[src/spibm_pkg.sv]
// ----------------------------------------------------------------------------
// spibm_pkg
// Shared types and constants of the SPI register bank with bit modify.
// ----------------------------------------------------------------------------
package spibm_pkg;

  // Command opcodes carried by the first byte of a frame
  localparam logic [7:0] OP_WRITE  = 8'h02;
  localparam logic [7:0] OP_READ   = 8'h03;
  localparam logic [7:0] OP_MODIFY = 8'h05;
  localparam logic [7:0] OP_RESET  = 8'hC0;

  // Special register addresses and values
  localparam logic [6:0] ADDR_STATUS  = 7'h0E;
  localparam logic [6:0] ADDR_CONTROL = 7'h0F;
  localparam logic [7:0] MODE_CONFIG  = 8'h80;
  localparam logic [7:0] MODE_FIELD   = 8'hE0;

  // Position of the next byte within a frame
  typedef enum logic [1:0] {
    PH_CMD  = 2'd0,
    PH_ADDR = 2'd1,
    PH_MASK = 2'd2,
    PH_DATA = 2'd3
  } phase_e;

  // Command latched for the rest of the frame
  typedef enum logic [1:0] {
    AC_NONE   = 2'd0,
    AC_READ   = 2'd1,
    AC_WRITE  = 2'd2,
    AC_MODIFY = 2'd3
  } command_e;

  // Input transfer: shifted byte or frame end
  typedef struct packed {
    logic       action;
    logic [7:0] mosi_byte;
  } in_t;

  // Result transfer: one per shifted byte
  typedef struct packed {
    logic [7:0] miso_byte;
    logic [2:0] mode_bits;
  } out_t;

endpackage

[src/spibm_ram.sv]
// ----------------------------------------------------------------------------
// spibm_ram
// Generic single-clock RAM, one write port and one read port, registered read.
// ----------------------------------------------------------------------------
module spibm_ram #(
  parameter int WIDTH = 8,
  parameter int DEPTH = 128
) (
  input  logic                     clk_i,
  input  logic                     we_i,
  input  logic [$clog2(DEPTH)-1:0] waddr_i,
  input  logic [WIDTH-1:0]         wdata_i,
  input  logic                     re_i,
  input  logic [$clog2(DEPTH)-1:0] raddr_i,
  output logic [WIDTH-1:0]         rdata_o
);

  logic [WIDTH-1:0] mem_q [DEPTH];
  logic [WIDTH-1:0] rdata_q;

  // write port
  always_ff @(posedge clk_i) begin
    if (we_i) begin
      mem_q[waddr_i] <= wdata_i;
    end
  end

  // registered read port
  always_ff @(posedge clk_i) begin
    if (re_i) begin
      rdata_q <= mem_q[raddr_i];
    end
  end

  assign rdata_o = rdata_q;

endmodule

[src/spi_register_bank_with_bit_modify.sv]
// ----------------------------------------------------------------------------
// spi_register_bank_with_bit_modify
// SPI command front end: framed command, address, mask and data bytes drive
// read, write, bit modify and reset of a register bank held in a RAM.
// ----------------------------------------------------------------------------
//
//  channel  | ports                  | handshake
//  ---------+------------------------+-----------------------------------
//  input    | cmd_i (in_t)           | transfer when start && !busy
//  result   | result_o (out_t)       | done_o high one cycle, no stall
//
//  For a shifted byte the bank RAM is read at the accept edge
//  and the byte is applied and written back in the following cycle, during
//  which busy is high. The registered result strobe rises in the cycle after,
//  while the next byte may already be accepted. For a frame end busy stays
//  low and no result is produced. Reset and the RESET command clear the
//  per-entry valid bits at once; no clearing pass. The receiver cannot stall.
//
module spi_register_bank_with_bit_modify #(
  parameter int REG_COUNT = 128
) (
  input  logic               clk_i,
  input  logic               rst_ni,
  input  logic               start,
  output logic               busy,
  input  spibm_pkg::in_t     cmd_i,
  output logic               done_o,
  output spibm_pkg::out_t    result_o
);

  import spibm_pkg::*;

  // only 7 address bits reach the bank
  localparam int BankDepth = (REG_COUNT < 128) ? REG_COUNT : 128;
  localparam int IdxW      = $clog2(BankDepth);
  localparam logic [8:0] BankLimit = 9'(REG_COUNT);

  typedef enum logic [1:0] {
    S_IDLE = 2'b01,
    S_EXEC = 2'b10
  } state_e;

  state_e          state_q, state_d;
  phase_e          phase_q, phase_d;
  command_e        cmd_q, cmd_d;
  logic [6:0]      addr_q, addr_d;
  logic [7:0]      mask_q, mask_d;
  logic [2:0]      mode_q, mode_d;
  logic [BankDepth-1:0] valid_q, valid_d;
  logic [7:0]      byte_q;
  logic            done_q, done_d;
  out_t            result_q, result_d;

  logic            accept;
  logic            in_range;
  logic [IdxW-1:0] idx;
  logic [7:0]      rdata;
  logic [7:0]      rd_val;
  logic            ram_we;
  logic [7:0]      ram_wdata;

  assign accept   = start && !busy;
  assign busy     = (state_q == S_EXEC);
  assign in_range = ({2'b00, addr_q} < BankLimit);
  assign idx      = addr_q[IdxW-1:0];

  // bank storage; read issued at the accept edge
  spibm_ram #(
    .WIDTH (8),
    .DEPTH (BankDepth)
  ) u_bank (
    .clk_i   (clk_i),
    .we_i    (ram_we),
    .waddr_i (idx),
    .wdata_i (ram_wdata),
    .re_i    (accept),
    .raddr_i (idx),
    .rdata_o (rdata)
  );

  // current register value: status lives in flops, unwritten entries reset
  always_comb begin
    if (!in_range) begin
      rd_val = 8'h00;
    end else if (addr_q == ADDR_STATUS) begin
      rd_val = {mode_q, 5'b0_0000};
    end else if (!valid_q[idx]) begin
      rd_val = (addr_q == ADDR_CONTROL) ? MODE_CONFIG : 8'h00;
    end else begin
      rd_val = rdata;
    end
  end

  // frame sequencer and read-modify-write
  always_comb begin
    logic       store;
    logic [7:0] store_val;
    state_d   = state_q;
    phase_d   = phase_q;
    cmd_d     = cmd_q;
    addr_d    = addr_q;
    mask_d    = mask_q;
    mode_d    = mode_q;
    valid_d   = valid_q;
    done_d    = 1'b0;
    result_d  = result_q;
    store     = 1'b0;
    store_val = byte_q;
    ram_we    = 1'b0;
    ram_wdata = byte_q;

    unique case (state_q)
      S_IDLE: begin
        if (accept) begin
          if (cmd_i.action) begin
            phase_d = PH_CMD;
            cmd_d   = AC_NONE;
          end else begin
            state_d = S_EXEC;
          end
        end
      end
      S_EXEC: begin
        result_d.miso_byte = 8'h00;
        unique case (phase_q)
          PH_CMD: begin
            phase_d = PH_ADDR;
            priority if (byte_q == OP_READ) begin
              cmd_d = AC_READ;
            end else if (byte_q == OP_WRITE) begin
              cmd_d = AC_WRITE;
            end else if (byte_q == OP_MODIFY) begin
              cmd_d = AC_MODIFY;
            end else begin
              cmd_d   = AC_NONE;
              phase_d = PH_DATA;
              if (byte_q == OP_RESET) begin
                valid_d = '0;
                mode_d  = MODE_CONFIG[7:5];
              end
            end
          end
          PH_ADDR: begin
            addr_d  = byte_q[6:0];
            phase_d = (cmd_q == AC_MODIFY) ? PH_MASK : PH_DATA;
          end
          PH_MASK: begin
            mask_d  = byte_q;
            phase_d = PH_DATA;
          end
          PH_DATA: begin
            unique case (cmd_q)
              AC_READ: begin
                result_d.miso_byte = rd_val;
                addr_d = addr_q + 7'd1;
              end
              AC_WRITE: begin
                store     = 1'b1;
                store_val = byte_q;
                addr_d    = addr_q + 7'd1;
              end
              AC_MODIFY: begin
                store     = 1'b1;
                store_val = (rd_val & ~mask_q) | (byte_q & mask_q);
                cmd_d     = AC_NONE;
              end
              AC_NONE: begin
              end
              default: begin
              end
            endcase
          end
          default: begin
          end
        endcase

        // write back; status is read-only, control also sets the mode
        if (store && in_range && (addr_q != ADDR_STATUS)) begin
          ram_we       = 1'b1;
          ram_wdata    = store_val;
          valid_d[idx] = 1'b1;
          if (addr_q == ADDR_CONTROL) begin
            mode_d = store_val[7:5] & MODE_FIELD[7:5];
          end
        end

        result_d.mode_bits = mode_d;
        done_d  = 1'b1;
        state_d = S_IDLE;
      end
      default: begin
        state_d = S_IDLE;
      end
    endcase
  end

  // control state
  always_ff @(posedge clk_i or negedge rst_ni) begin
    if (!rst_ni) begin
      state_q <= S_IDLE;
      phase_q <= PH_CMD;
      cmd_q   <= AC_NONE;
      addr_q  <= 7'd0;
      mask_q  <= 8'h00;
      mode_q  <= MODE_CONFIG[7:5];
      valid_q <= '0;
      done_q  <= 1'b0;
    end else begin
      state_q <= state_d;
      phase_q <= phase_d;
      cmd_q   <= cmd_d;
      addr_q  <= addr_d;
      mask_q  <= mask_d;
      mode_q  <= mode_d;
      valid_q <= valid_d;
      done_q  <= done_d;
    end
  end

  // payload registers
  always_ff @(posedge clk_i) begin
    if (accept) begin
      byte_q <= cmd_i.mosi_byte;
    end
    result_q <= result_d;
  end

  assign done_o   = done_q;
  assign result_o = result_q;

  // checks
  a_done_after_exec: assert property (@(posedge clk_i) disable iff (!rst_ni)
    done_o |-> $past(state_q == S_EXEC))
    else $error("result strobe without an executed byte");

  a_byte_goes_busy: assert property (@(posedge clk_i) disable iff (!rst_ni)
    (start && !busy && !cmd_i.action) |=> busy)
    else $error("shifted byte accepted without execution cycle");

  a_no_status_write: assert property (@(posedge clk_i) disable iff (!rst_ni)
    ram_we |-> (in_range && (addr_q != ADDR_STATUS)))
    else $error("bank write to status or beyond the bank");

  a_mode_only_in_exec: assert property (@(posedge clk_i) disable iff (!rst_ni)
    !$past(state_q == S_EXEC) |-> $stable(mode_q))
    else $error("mode bits changed outside execution");

endmodule

[config.mk]
export PLATFORM = sky130hd
export DESIGN_NAME = spi_register_bank_with_bit_modify
export DESIGN_NICKNAME = d
export VERILOG_FILES = /design/src/spibm_pkg.sv /design/src/spibm_ram.sv /design/src/spi_register_bank_with_bit_modify.sv
export SDC_FILE = /design/constraint.sdc
export NUM_CORES = 1
export LEC_CHECK = 0
export ABC_CLOCK_PERIOD_IN_PS = 14600
export BUFFER_PORTS_ARGS = -buffer_cell sky130_fd_sc_hd__buf_2
export CORE_MARGIN = 2
export CORE_UTILIZATION = 40
export DETAILED_ROUTE_END_ITERATION = 8
export PLACE_DENSITY_LB_ADDON = 0.25
export SYNTH_ARGS = -nofsm -noshare
export SYNTH_HDL_FRONTEND = slang
export SYNTH_SLANG_ARGS = --single-unit
[constraint.sdc]
create_clock -name clk_i -period 14.6 [get_ports clk_i]
set_input_delay 2.92 -clock clk_i [delete_from_list [all_inputs] [get_ports clk_i]]
set_output_delay 2.92 -clock clk_i [all_outputs]
set_load 0.005 [all_outputs]
==> metrics.md <==
| Metric | Value |
|---|---|
| Post-DP HPWL | `80.6 mm` |
| Worst Hold Depth | `1` |
| Crit-path cells | `clkinv_1, ha_1, a31o_2, nor2_2, nand3_1, nor2_1, mux2i_4, buf_4` |
| Routed Antenna Nets | `0` |
| Core area | `approximately 0.11 sq mm` |
| Post-synth cell types | `73` |
| Relative slew slack | `12.0%` |
| Initial antenna violation count | `5` |
| Top-count cell post-synth | `edfxtp_1` |
| Most frequent cells after synthesis | `edfxtp_1, a22oi_1, nor2_1` |
| Unrepaired setup endpoints after global routing | `false` |
| Fraction of registers with async set/reset | `12.7%` |
| Synth Instances | `2740` |
| Wirelength, routed | `around 130 mm` |
| Nets | `roughly 2800` |
| Maxcap violations | `0` |
| RR Endpoint | `u_bank.mem_q[35][5]` |
| TritonCTS clock tree | `done` |
| Fin Clk Skew | `~42 ps` |
| Setup CP Type | `flip-flop to flip-flop` |
| Fillcell total | `~9800` |
| Wire per inst | `30.7 um` |
| Pin slew with the least headroom to its limit | `~1300 ps` |
| FF+latch count, synth | `1204` |
| Syn Nets | `2761` |
| Worst EP arrival | `6610 ps` |
| Synth warn | `0` |
| Sink Count | `1204` |
| Initial Utilization | `between 40 and 50%` |
| Hold Fails Final Rpt | `0` |
| Setup TNS | `0 ps` |
| Final weighted congestion in routability-driven placement | `slightly above 0.9` |
| PD cells | `151 mW/mm^2` |
| Share of the synthesized area in the top cell type | `69.0%` |
| Peak VDD IR | `0.000134 V` |
| R2r setup slk | `between 8000 and 9000 ps` |
| Register clock-pin slew on the reported worst setup and hold paths | `about 60 ps` |
| Buffers on Ports | `24` |
| Syn-to-layout area delta | `12.3%` |
| Cell taking the most area after synthesis | `edfxtp_1` |
| Largest stage delay on the critical path | `850 ps` |
| Fin util | `between 40% and 50%` |
| TritonCTS Buffers | `120` |
| I/O pins | `25` |
| Worst-Skew Late Latency | `just over 700 ps` |
| Netlist Area Pre-Place | `0.0458 sq mm` |
| CP required | `roughly 15000 ps` |
| Die span in y | `between 300 and 400 um` |
| Final setup violation count | `0` |
| Worst-path maximum fanout | `96` |
| Startpoint Class | `flip-flop` |
| Width of the die | `~340 um` |
| 1st-pass router iterations | `8` |
| Vias in the first global route | `26376` |
| Period Utilization, post-route | `42.8%` |
| Vias per cell | `~6.1` |
| Hold Path Sink | `state_q[1]` |
| H-tree levels | `3` |
| GRT Util Overall | `22.7%` |
| Status | `finished clean` |
| Cell row count | `124` |
| CTS max path bufs | `3` |
| Gates resized, CTS repair | `0` |
| CP max-delay cell | `mux2i_4` |
| CTS Root Cell | `clkbuf_16` |
| Grt ovf | `0` |
| Die ar. | `approximately 0.12 sq mm` |
| Sequential area share after synthesis | `between 70% and 80%` |
| Remaining DRCs | `0` |
| Fin crit period | `6250 ps` |
| Static Leak | `17.4 nW` |
| Reg-to-Reg Start | `addr_q[0]` |
| Post-synth EDFFs | `1051` |
| Final Max Tran Viols | `0` |
| Setup crit end kind | `flip-flop` |
| DR vias | `26997` |
| Initial drt markers | `approximately 3300` |
| Fmax | `0.160 GHz` |
| Post-CTS setup repair buffer count | `0` |
| CTS Hold Bufs | `0` |
| Worst reg2reg path depth | `8` |
| Worst min-delay path startpoint | `state_q[1]` |
| Avg Cell Area, Syn | `16.7 sq um` |
| Largest cells by area after synthesis | `edfxtp_1, dfrtp_1, a22oi_1` |
| Proportion of layout cells with a drive suffix above 1 | `11.3%` |
| First-pass GRT wire length | `just under 200 mm` |
| Most used DFF post-synth | `edfxtp_1` |
| Hold Crit Class | `flip-flop to flip-flop` |
| Largest net degree at the start of global routing | `129` |
| Tot Pwr | `7.76 mW` |
-- flip-flops by register name, indices dropped and copies added (netlist names) --
register        cells
addr_q              7
byte_q              8
cmd_q               2
done_o              1
mask_q              8
mode_q              3
phase_q             2
result_o           11
state_q             2
u_bank.mem_q     1024
u_bank.rdata_o      8
valid_q           128
-- kinds of logic after synthesis --
kind of cell / Yosys count / share of synthesized area [%]
compound gates: 858 / 14.2
buf+inv: 200 / 2.11
flops: 1204 / 77.3
simple gates: 398 / 4.11
mux: 71 / 1.99
fa+ha+maj: 9 / 0.246
-- placed cells by master (no fill, tap or decap), types with 27 or more instances in the layout --
master	n
clkbuf_16	121
nand4_1	43
a31oi_1	57
clkinv_1	27
a22oi_1	341
o21ai_0	29
a21oi_1	32
clkbuf_1	35
dfrtp_1	147
nand2_1	67
edfxtp_1	1051
nand3_1	28
a221oi_1	84
mux2i_1	37
a21o_1	132
a22o_1	72
buf_4	62
nor2_1	170
-- worst max-delay path: cells and delay by family, from the launching register on --
| kind | cells | cell delay, ps |
|---|---|---|
| flops | 1 | 720 |
| mux | 1 | 850 |
| fa+ha+maj | 1 | 410 |
| compound gates | 1 | 290 |
| buf+inv | 2 | 1370 |
| simple gates | 3 | 2050 |
-- area by class of cell --
class	count	area, sq um	area share, %
Antenna cell	5	12.5	0.0243
Clock buffer	158	3190	6.20
Clock inverter	69	599	1.17
Inverter	21	78.8	0.153
Multi-Input combinational cell	1336	9580	18.6
Sequential cell	1204	35400	68.9
Tap cell	1512	1890	3.68
Timing Repair Buffer	89	652	1.27
-- worst max path at each step --
stage,startpoint,depth (start not counted),to,slack (ps)
2_1_floorplan,addr_q[1],11,u_bank.mem_q[0][2],6160
3_5_place_dp,addr_q[0],8,u_bank.mem_q[100][5],8440
4_1_cts,addr_q[0],8,u_bank.mem_q[115][5],8440
6_report,addr_q[0],8,u_bank.mem_q[35][5],8350
3_3_place_gp,addr_q[0],8,u_bank.mem_q[32][5],8690
5_1_grt,addr_q[0],8,u_bank.mem_q[115][5],8160
-- where the power goes --
part	total (mW)	switching [mW]	internal, mW
Combinational	0.966	0.705	0.262
Clock	2.98	1.30	1.68
Sequential	3.82	0.0413	3.78
-- metal layers --
metal / wire length, um / vias to the layer above / track usage [%]
li1: - / 11314 / -
met1: 55900 / 14075 / 31.1
met2: 62800 / 1315 / 36.0
met3: 10800 / 287 / 4.44
met4: 5180 / 6 / 8.65
met5: 38 / - / 0
-- stage by stage --
stage / area, sq um / hold slack [ps] / cells / setup slack [ps]
after floorplan: 45800 / 441 / 2740 / 6160
after global placement: 47600 / 456 / 4162 / 8690
after detailed placement: 47600 / 463 / 4162 / 8440
after CTS: 51400 / 471 / 4389 / 8440
after global routing: 51400 / 491 / 4389 / 8160
final: 51400 / 466 / 4394 / 8350
(Power assumes the default switching activity.)
